--- src/hdl/utc_pkg.sv ---
// shared types and constants for the transmit ring chunker
`timescale 1ns / 1ps
`default_nettype none

package utc_pkg;

   // operation codes
   localparam logic [1:0] OP_WRITE   = 2'd0;
   localparam logic [1:0] OP_REQUEST = 2'd1;
   localparam logic [1:0] OP_POLL    = 2'd2;

   // register indexes
   localparam logic CSR_SEVEN_BIT = 1'b0;
   localparam logic CSR_MAX_CHUNK = 1'b1;

   localparam logic [8:0] CHUNK_MIN      = 9'd16;
   localparam logic [8:0] CHUNK_MAX      = 9'd256;
   localparam logic [7:0] SEVEN_BIT_MASK = 8'h7f;

   typedef struct packed {
      logic [1:0] op;
      logic [7:0] data_byte;
      logic       last_in_call;
   } req_type;

   typedef struct packed {
      logic       write_accepted;
      logic       byte_valid;
      logic [7:0] tx_byte;
      logic       chunk_last;
      logic       chunk_started;
      logic [8:0] chunk_length;
      logic [8:0] free_space;
      logic       busy_res;
   } rsp_type;

endpackage

`default_nettype wire

--- src/hdl/utc_core.sv ---
// ring pointers, chunk tracking and ring memory with the first result stage
`timescale 1ns / 1ps
`default_nettype none

module utc_core
   import utc_pkg::*;
#(
   parameter int RING_LEN = 512
) (
   input  wire logic       clock,
   input  wire logic       reset,
   input  wire logic       accept,
   input  wire req_type    req,
   input  wire logic       csr_we,
   input  wire logic       csr_index,
   input  wire logic [8:0] csr_wdata,
   output rsp_type         s1_rsp
);

   localparam int IW = $clog2(RING_LEN);
   localparam int CW = IW + 1;
   localparam int SW = (CW > 9) ? CW : 9;
   localparam logic [CW-1:0] LEN_C    = CW'(RING_LEN);
   localparam logic [IW-1:0] LAST_IDX = IW'(RING_LEN - 1);

   logic [7:0] ring_mem [RING_LEN];

   logic [IW-1:0] head_ff, head_in;
   logic [IW-1:0] tail_ff, tail_in;
   logic          busy_ff, busy_in;
   logic [8:0]    size_ff, size_in;
   logic [8:0]    sent_ff, sent_in;
   logic          done_ff, done_in;
   logic          mode_ff, mode_in;
   logic [8:0]    cap_ff, cap_in;
   rsp_type       s1_ff, s1_in;
   logic [7:0]    rd_ff;

   logic [IW-1:0] head_mid, tail_mid, head_inc;
   logic          busy_mid, attempt, start, wrapped, has_room, byte_out, last_out;
   logic [CW-1:0] free_now, free_mid, chunk_end, chunk_span, retire_sum;
   logic [SW-1:0] span_ext, read_sum;
   logic [8:0]    chunk_len, sent_inc;
   logic          mem_we, mem_re;
   logic [IW-1:0] mem_waddr, mem_raddr;
   logic [7:0]    mem_wdata;

   always_comb begin
      free_now = (head_ff >= tail_ff) ? (LEN_C - CW'(1) - (CW'(head_ff) - CW'(tail_ff)))
                                      : (CW'(tail_ff) - CW'(head_ff) - CW'(1));
      has_room = (free_now != '0);
      wrapped  = (head_ff == LAST_IDX);
      head_inc = wrapped ? '0 : head_ff + IW'(1);
      sent_inc = sent_ff + 9'd1;
      read_sum = SW'(tail_ff) + SW'(sent_ff);
      retire_sum = CW'(tail_ff) + CW'(size_ff);

      head_mid = head_ff;
      tail_mid = tail_ff;
      busy_mid = busy_ff;
      size_in  = size_ff;
      sent_in  = sent_ff;
      done_in  = done_ff;
      attempt  = 1'b0;
      byte_out = 1'b0;
      last_out = 1'b0;
      mem_we   = 1'b0;
      mem_re   = 1'b0;
      mem_waddr = head_ff;
      mem_wdata = mode_ff ? (req.data_byte & SEVEN_BIT_MASK) : req.data_byte;
      mem_raddr = IW'(read_sum);

      case (req.op)
         OP_WRITE: begin
            if (has_room) begin
               mem_we   = accept;
               head_mid = head_inc;
            end
         end
         OP_REQUEST: begin
            if (busy_ff && (sent_ff < size_ff)) begin
               byte_out = 1'b1;
               mem_re   = accept;
               sent_in  = sent_inc;
               if (sent_inc == size_ff) begin
                  last_out = 1'b1;
                  done_in  = 1'b1;
               end
            end
         end
         OP_POLL: begin
            if (done_ff) begin
               tail_mid = (retire_sum >= LEN_C) ? '0 : IW'(retire_sum);
               busy_mid = 1'b0;
               size_in  = '0;
               sent_in  = '0;
               done_in  = 1'b0;
            end
            attempt = 1'b1;
         end
         default: begin
         end
      endcase

      free_mid = (head_mid >= tail_mid)
                    ? (LEN_C - CW'(1) - (CW'(head_mid) - CW'(tail_mid)))
                    : (CW'(tail_mid) - CW'(head_mid) - CW'(1));
      if (req.op == OP_WRITE && has_room)
         attempt = req.last_in_call || wrapped || (free_mid == '0);

      // chunk runs to the head or to the physical end of the ring
      chunk_end  = (head_mid <= tail_mid) ? LEN_C : CW'(head_mid);
      chunk_span = chunk_end - CW'(tail_mid);
      span_ext   = SW'(chunk_span);
      chunk_len  = (span_ext > SW'(cap_ff)) ? cap_ff : 9'(span_ext);
      start      = attempt && !busy_mid && (head_mid != tail_mid);

      busy_in = busy_mid;
      if (start) begin
         busy_in = 1'b1;
         size_in = chunk_len;
         sent_in = '0;
         done_in = 1'b0;
      end
      head_in = head_mid;
      tail_in = tail_mid;

      s1_in.write_accepted = (req.op == OP_WRITE) && has_room;
      s1_in.byte_valid     = byte_out;
      s1_in.tx_byte        = '0;
      s1_in.chunk_last     = last_out;
      s1_in.chunk_started  = start;
      s1_in.chunk_length   = busy_in ? size_in : 9'd0;
      s1_in.free_space     = 9'(free_mid);
      s1_in.busy_res       = busy_in;

      mode_in = mode_ff;
      cap_in  = cap_ff;
      if (csr_we) begin
         case (csr_index)
            CSR_SEVEN_BIT: mode_in = csr_wdata[0];
            CSR_MAX_CHUNK: begin
               if (csr_wdata < CHUNK_MIN)
                  cap_in = CHUNK_MIN;
               else if (csr_wdata > CHUNK_MAX)
                  cap_in = CHUNK_MAX;
               else
                  cap_in = csr_wdata;
            end
            default: begin
            end
         endcase
      end
   end

   always_ff @(posedge clock) begin
      if (reset) begin
         head_ff <= '0;
         tail_ff <= '0;
         busy_ff <= 1'b0;
         size_ff <= '0;
         sent_ff <= '0;
         done_ff <= 1'b0;
         mode_ff <= 1'b0;
         cap_ff  <= CHUNK_MIN;
      end else begin
         mode_ff <= mode_in;
         cap_ff  <= cap_in;
         if (accept) begin
            head_ff <= head_in;
            tail_ff <= tail_in;
            busy_ff <= busy_in;
            size_ff <= size_in;
            sent_ff <= sent_in;
            done_ff <= done_in;
         end
      end
   end

   always_ff @(posedge clock) begin
      if (accept)
         s1_ff <= s1_in;
   end

   always_ff @(posedge clock) begin
      if (mem_we)
         ring_mem[mem_waddr] <= mem_wdata;
   end

   always_ff @(posedge clock) begin
      if (mem_re)
         rd_ff <= ring_mem[mem_raddr];
   end

   always_comb begin
      s1_rsp         = s1_ff;
      s1_rsp.tx_byte = s1_ff.byte_valid ? rd_ff : 8'd0;
   end

endmodule

`default_nettype wire

--- src/hdl/uart_tx_ring_dma_chunker.sv ---
// top level of the transmit ring buffer with chunked sender interface
`timescale 1ns / 1ps
`default_nettype none

// Transmit ring of RING_LEN bytes (at most RING_LEN-1 queued) that hands its
// contents to a sender in contiguous chunks of up to max_chunk bytes. Each
// transfer on req_ is a byte write, a sender byte request or a poll, and
// produces exactly one transfer on rsp_. One item is taken per clock cycle
// while req_stall is low; a result passes the registered read of the ring
// memory and the first result stage, then the output register, which lets
// a new item enter while a result waits under rsp_stall. Configuration
// writes on csr_ take effect at once and belong to idle periods. Ring memory
// contents are not cleared after reset; only written entries are ever sent.

module uart_tx_ring_dma_chunker
   import utc_pkg::*;
#(
   parameter int RING_LEN = 512
) (
   input  wire logic       clock,
   input  wire logic       reset,
   input  wire logic       req_valid,
   output      logic       req_stall,
   input  wire req_type    req_data,
   output      logic       rsp_valid,
   input  wire logic       rsp_stall,
   output      rsp_type    rsp_data,
   input  wire logic       csr_we,
   input  wire logic       csr_index,
   input  wire logic [8:0] csr_wdata
);

   logic    s1_vld_ff, s1_vld_in;
   logic    rsp_vld_ff, rsp_vld_in;
   rsp_type rsp_ff;
   rsp_type s1_rsp;
   logic    s1_move, accept;

   utc_core #(
      .RING_LEN (RING_LEN)
   ) u_core (
      .clock     (clock),
      .reset     (reset),
      .accept    (accept),
      .req       (req_data),
      .csr_we    (csr_we),
      .csr_index (csr_index),
      .csr_wdata (csr_wdata),
      .s1_rsp    (s1_rsp)
   );

   always_comb begin
      s1_move    = s1_vld_ff && (!rsp_vld_ff || !rsp_stall);
      req_stall  = s1_vld_ff && !s1_move;
      accept     = req_valid && !req_stall;
      s1_vld_in  = accept || (s1_vld_ff && !s1_move);
      rsp_vld_in = s1_move || (rsp_vld_ff && rsp_stall);
   end

   always_ff @(posedge clock) begin
      if (reset) begin
         s1_vld_ff  <= 1'b0;
         rsp_vld_ff <= 1'b0;
      end else begin
         s1_vld_ff  <= s1_vld_in;
         rsp_vld_ff <= rsp_vld_in;
      end
   end

   always_ff @(posedge clock) begin
      if (s1_move)
         rsp_ff <= s1_rsp;
   end

   assign rsp_valid = rsp_vld_ff;
   assign rsp_data  = rsp_ff;

endmodule

`default_nettype wire

--- config.mk ---
export PLATFORM = sky130hd
export DESIGN_NAME = uart_tx_ring_dma_chunker
export DESIGN_NICKNAME = d
export VERILOG_FILES = /design/src/hdl/utc_pkg.sv /design/src/hdl/utc_core.sv /design/src/hdl/uart_tx_ring_dma_chunker.sv
export SDC_FILE = /design/constraint.sdc
export NUM_CORES = 2
export LEC_CHECK = 0
export ABC_AREA = 0
export BUFFER_PORTS_ARGS = -buffer_cell sky130_fd_sc_hd__buf_2
export CORE_ASPECT_RATIO = 0.75
export CORE_MARGIN = 8
export CORE_UTILIZATION = 31
export CTS_BUF_LIST = sky130_fd_sc_hd__clkbuf_2
export DETAILED_ROUTE_END_ITERATION = 10
export SLEW_MARGIN = 10
export SYNTH_ARGS = -nofsm -noshare
export SYNTH_HDL_FRONTEND = slang
export SYNTH_SLANG_ARGS = --single-unit
--- constraint.sdc ---
create_clock -name clock -period 45.1 [get_ports clock]
set_clock_uncertainty 0.2 [all_clocks]
set_input_delay 9.02 -clock clock [delete_from_list [all_inputs] [get_ports clock]]
set_output_delay 9.02 -clock clock [all_outputs]
set_load 0.05 [all_outputs]
==> results.toml <==
[cts]
htreeDepth = 6
clock-root-buffer = "clkbuf_2"
worst_skew_pair.late_latency_ns = 2.09
cts.repair_timing.setup_buffer_count = 0
cts_hold_repair.buffers = 0
cts_num_sinks = 4208
num_cts_buffers = 917
cts.clk_slew.worst_paths_ns = 0.09
tritoncts = "yes"
post_cts.resized_instances = 0
cts.path.max_buffers = 4

[global_routing]
grt_pass1_vias = 82300
grt_antenna_before_repair = 48
global_route_wire_length_before_repair_mm = 601
grt.overflow.total = 0
global_routing_usage_summed_across_all_routing_layers_pct = 14.6
grt_max_degree = 157

[timing]
fmaxAchievable_ghz = 0.0531
drv_slew = 0
tns_ns = 0
final.period_utilization_pct = 41.8
remaining_max_slew_budget_at_the_tightest_pin_pct = 16.2
finalSetupViolations = 0
max_slew.worst_pin.slew_ns = 1.25
grt_setup_unrepaired = "false"
final.min_clock_period_ns = 18.85
final_hold_viol_count = 0

[worst_setup_path]
cell_repeated_most_along_the_worst_path = "buf_2"
worstSetupPathDepth = 4
critical_path_class = "primary input to primary output"
number_of_buffer_and_inverter_stages_on_the_critical_path = 3
crit_fanout = 3
startpoint_type = "primary input"
worst_path_dominant_cell_family = "buffers and inverters"
cp_cell_sequence = "buf_2 -> nand3_1 -> inv_1 -> buf_2"
data_arrival_critical_path_ns = 9.63
crit_required_ns = 35.88
crit_path_end_kind = "primary output"
slowest_stage = "buf_2"
worst_path_largest_cell_delay_ns = 0.26
worst-r2r-cell-count = 36

[synth]
syn-instance-count = 7288
synth_most_common_cell = "edfxtp_1"
share_of_the_yosys_chip_area_belonging_to_registers_pct = 76.3
synth_edf_count = 4158
async_set_reset_flop_share_out_of_synthesis_pct = 0
ys_top_cells_by_area = "edfxtp_1 (76%), mux4_2 (18%), nor2_1 (1.3%)"
synth.avg_cell_area_um2 = 22.6
number_of_warnings_printed_during_yosys_synthesis = 0
synth.lib_cells_used.distinct = 75
synth_common_cells = "edfxtp_1 (4158), mux4_2 (1344), nor2_1 (582)"
syn-cell-area_mm2 = 0.165
library_cell_with_the_largest_summed_area_after_synthesis = "edfxtp_1"
synthDominantCellAreaShare_pct = 75.7
synth-seq-cells = 4208
synth.net_count = 7407
synth_top_flop_cell = "edfxtp_1"

[placed_design]
place.gp.congestion = 0.801
dp.final_hpwl_mm = 250
buffer_ports.inserted = 58

[detailed_routing]
met1Wirelength_mm = 178
top_layer = "met5"
route.detailed.wl_per_inst_um = 26.7
met3RoutedLength_mm = 41.4
routed_wirelength_mm = 420
via_count = 81400
detail-route-antenna-nets = 0
wl_met2_mm = 192
detailedRoute.firstIterationViolations = 10400
drtPass1Iterations = 6
route.detailed.drc = 0
detail_route.vias_per_cell = 5.18

[die]
fp.dieH_um = 648
placement_rows = 232
fp.dieArea_mm2 = 0.556
pin_count = 59
area_inside_the_core_boundary_mm2 = 0.531
start_util_pct = 31.1
die_w_um = 858

[hold_path]
hold_depth = 0
hp-class = "register to register"

[layout]
area_growth_syn_to_layout_pct = 10.4
utilization_pct = 34.3
filler_instances = 49300
final_layout_size_suffix_gt1_share_pct = 34.9
nets = 8118

[pwr]
irDropWorstVdd_v = 0.0000170
power.leakage_nw = 54.8
cellPowerDensity_mw_per_mm2 = 38.3

[run]
drv.max_cap_violation_count = 0

[run_status]
status = "complete, no violations"
-- layer usage --
| metal | up-vias | global-route usage [%] |
|---|---|---|
| li1 | 32900 | - |
| met1 | 43400 | 21.3 |
| met2 | 4464 | 22.2 |
| met3 | 591 | 3.28 |
| met4 | 8 | 3.71 |
| met5 | - | 0 |
-- layout by cell type, fill, tap and decap left out, drive strengths merged, types with 15 or more instances in the layout --
| cell type | instances |
|---|---|
| a211oi | 15 |
| a21o | 20 |
| a21oi | 49 |
| buf | 193 |
| clkbuf | 1368 |
| clkinv | 196 |
| dfxtp | 50 |
| edfxtp | 4158 |
| ha | 88 |
| inv | 91 |
| mux4 | 1344 |
| nand2 | 105 |
| nand3 | 38 |
| nor2 | 582 |
| nor3 | 41 |
| nor4 | 16 |
| o21ai | 51 |
| o22ai | 38 |
| xnor2 | 27 |
| xor2 | 15 |
-- worst register-to-register path: cells and delay by family, from the launching register on --
kind / cells / cell delay, ns
and+or+nand+nor: 12 / 3.13
AOI/OAI and AO/OA: 13 / 2.44
adders and majority gates: 6 / 2.00
DFF: 1 / 0.58
muxes: 1 / 0.49
buffers and inverters: 3 / 0.47
xor gates and xnor gates: 1 / 0.30
-- worst paths after layout --
path | from | to | slack [ns]
min | u_core.s1_rsp[14] | rsp_data[14] | 0.23
max | rsp_stall | req_stall | 26.25
min reg2reg | u_core.s1_rsp[14] | rsp_data[14] | 0.23
max reg2reg | u_core.head_ff[0] | u_core.size_ff[2] | 35.37
-- kinds of logic after synthesis --
| logic type | Yosys count | share of synthesized area, % |
|---|---|---|
| DFF | 4208 | 76.3 |
| muxes | 1354 | 18.4 |
| and+or+nand+nor | 862 | 2.19 |
| buffers and inverters | 474 | 1.14 |
| AOI/OAI and AO/OA | 255 | 1.05 |
| adders and majority gates | 93 | 0.728 |
| xor gates and xnor gates | 42 | 0.223 |
-- final cells by class --
| cell class | count | area [um2] | share of cell area (%) |
|---|---|---|---|
| clock inverters | 235 | 1330 | 0.731 |
| well taps | 7020 | 8780 | 4.82 |
| diodes | 13 | 32.5 | 0.0179 |
| flip-flops and latches | 4208 | 126000 | 69.1 |
| clock buffers | 1368 | 6850 | 3.76 |
| multi-input cells | 2606 | 37600 | 20.6 |
| repair buffers | 193 | 1520 | 0.836 |
| inverters | 73 | 274 | 0.150 |
-- per-stage QoR --
step	std cells	hold WS, ns	cell area, um2	total power, mW	setup WS, ns
2_1_floorplan	7288	0.200	165000	4.57	20.97
3_3_place_gp	14100	0.211	174000	4.70	26.22
3_5_place_dp	14100	0.205	174000	4.71	26.25
4_1_cts	15700	0.224	182000	7.04	26.24
5_1_grt	15700	0.230	182000	7.24	26.20
6_report	15700	0.226	182000	6.97	26.25
-- sequential cells by signal (all words and copies together) (netlist names) --
signal and flops:
u_core.rd_ff 8, u_core.mode_ff 1, u_core.size_ff 9, u_core.busy_ff 1, u_core.cap_ff 9, u_core.s1_rsp 23
u_core.sent_ff 9, u_core.ring_mem 4096, u_core.done_ff 1, rsp_valid 1, u_core.tail_ff 9, u_core.head_ff 9
rsp_data 31, s1_vld_ff 1
-- power by group --
| group | switching [mW] | internal (mW) |
|---|---|---|
| clock | 1.48 | 0.880 |
| combinational | 0.199 | 0.114 |
| sequential | 0.00452 | 4.30 |
| total | 1.68 | 5.29 |
No activity file was read; power rests on OpenSTA's default activity.
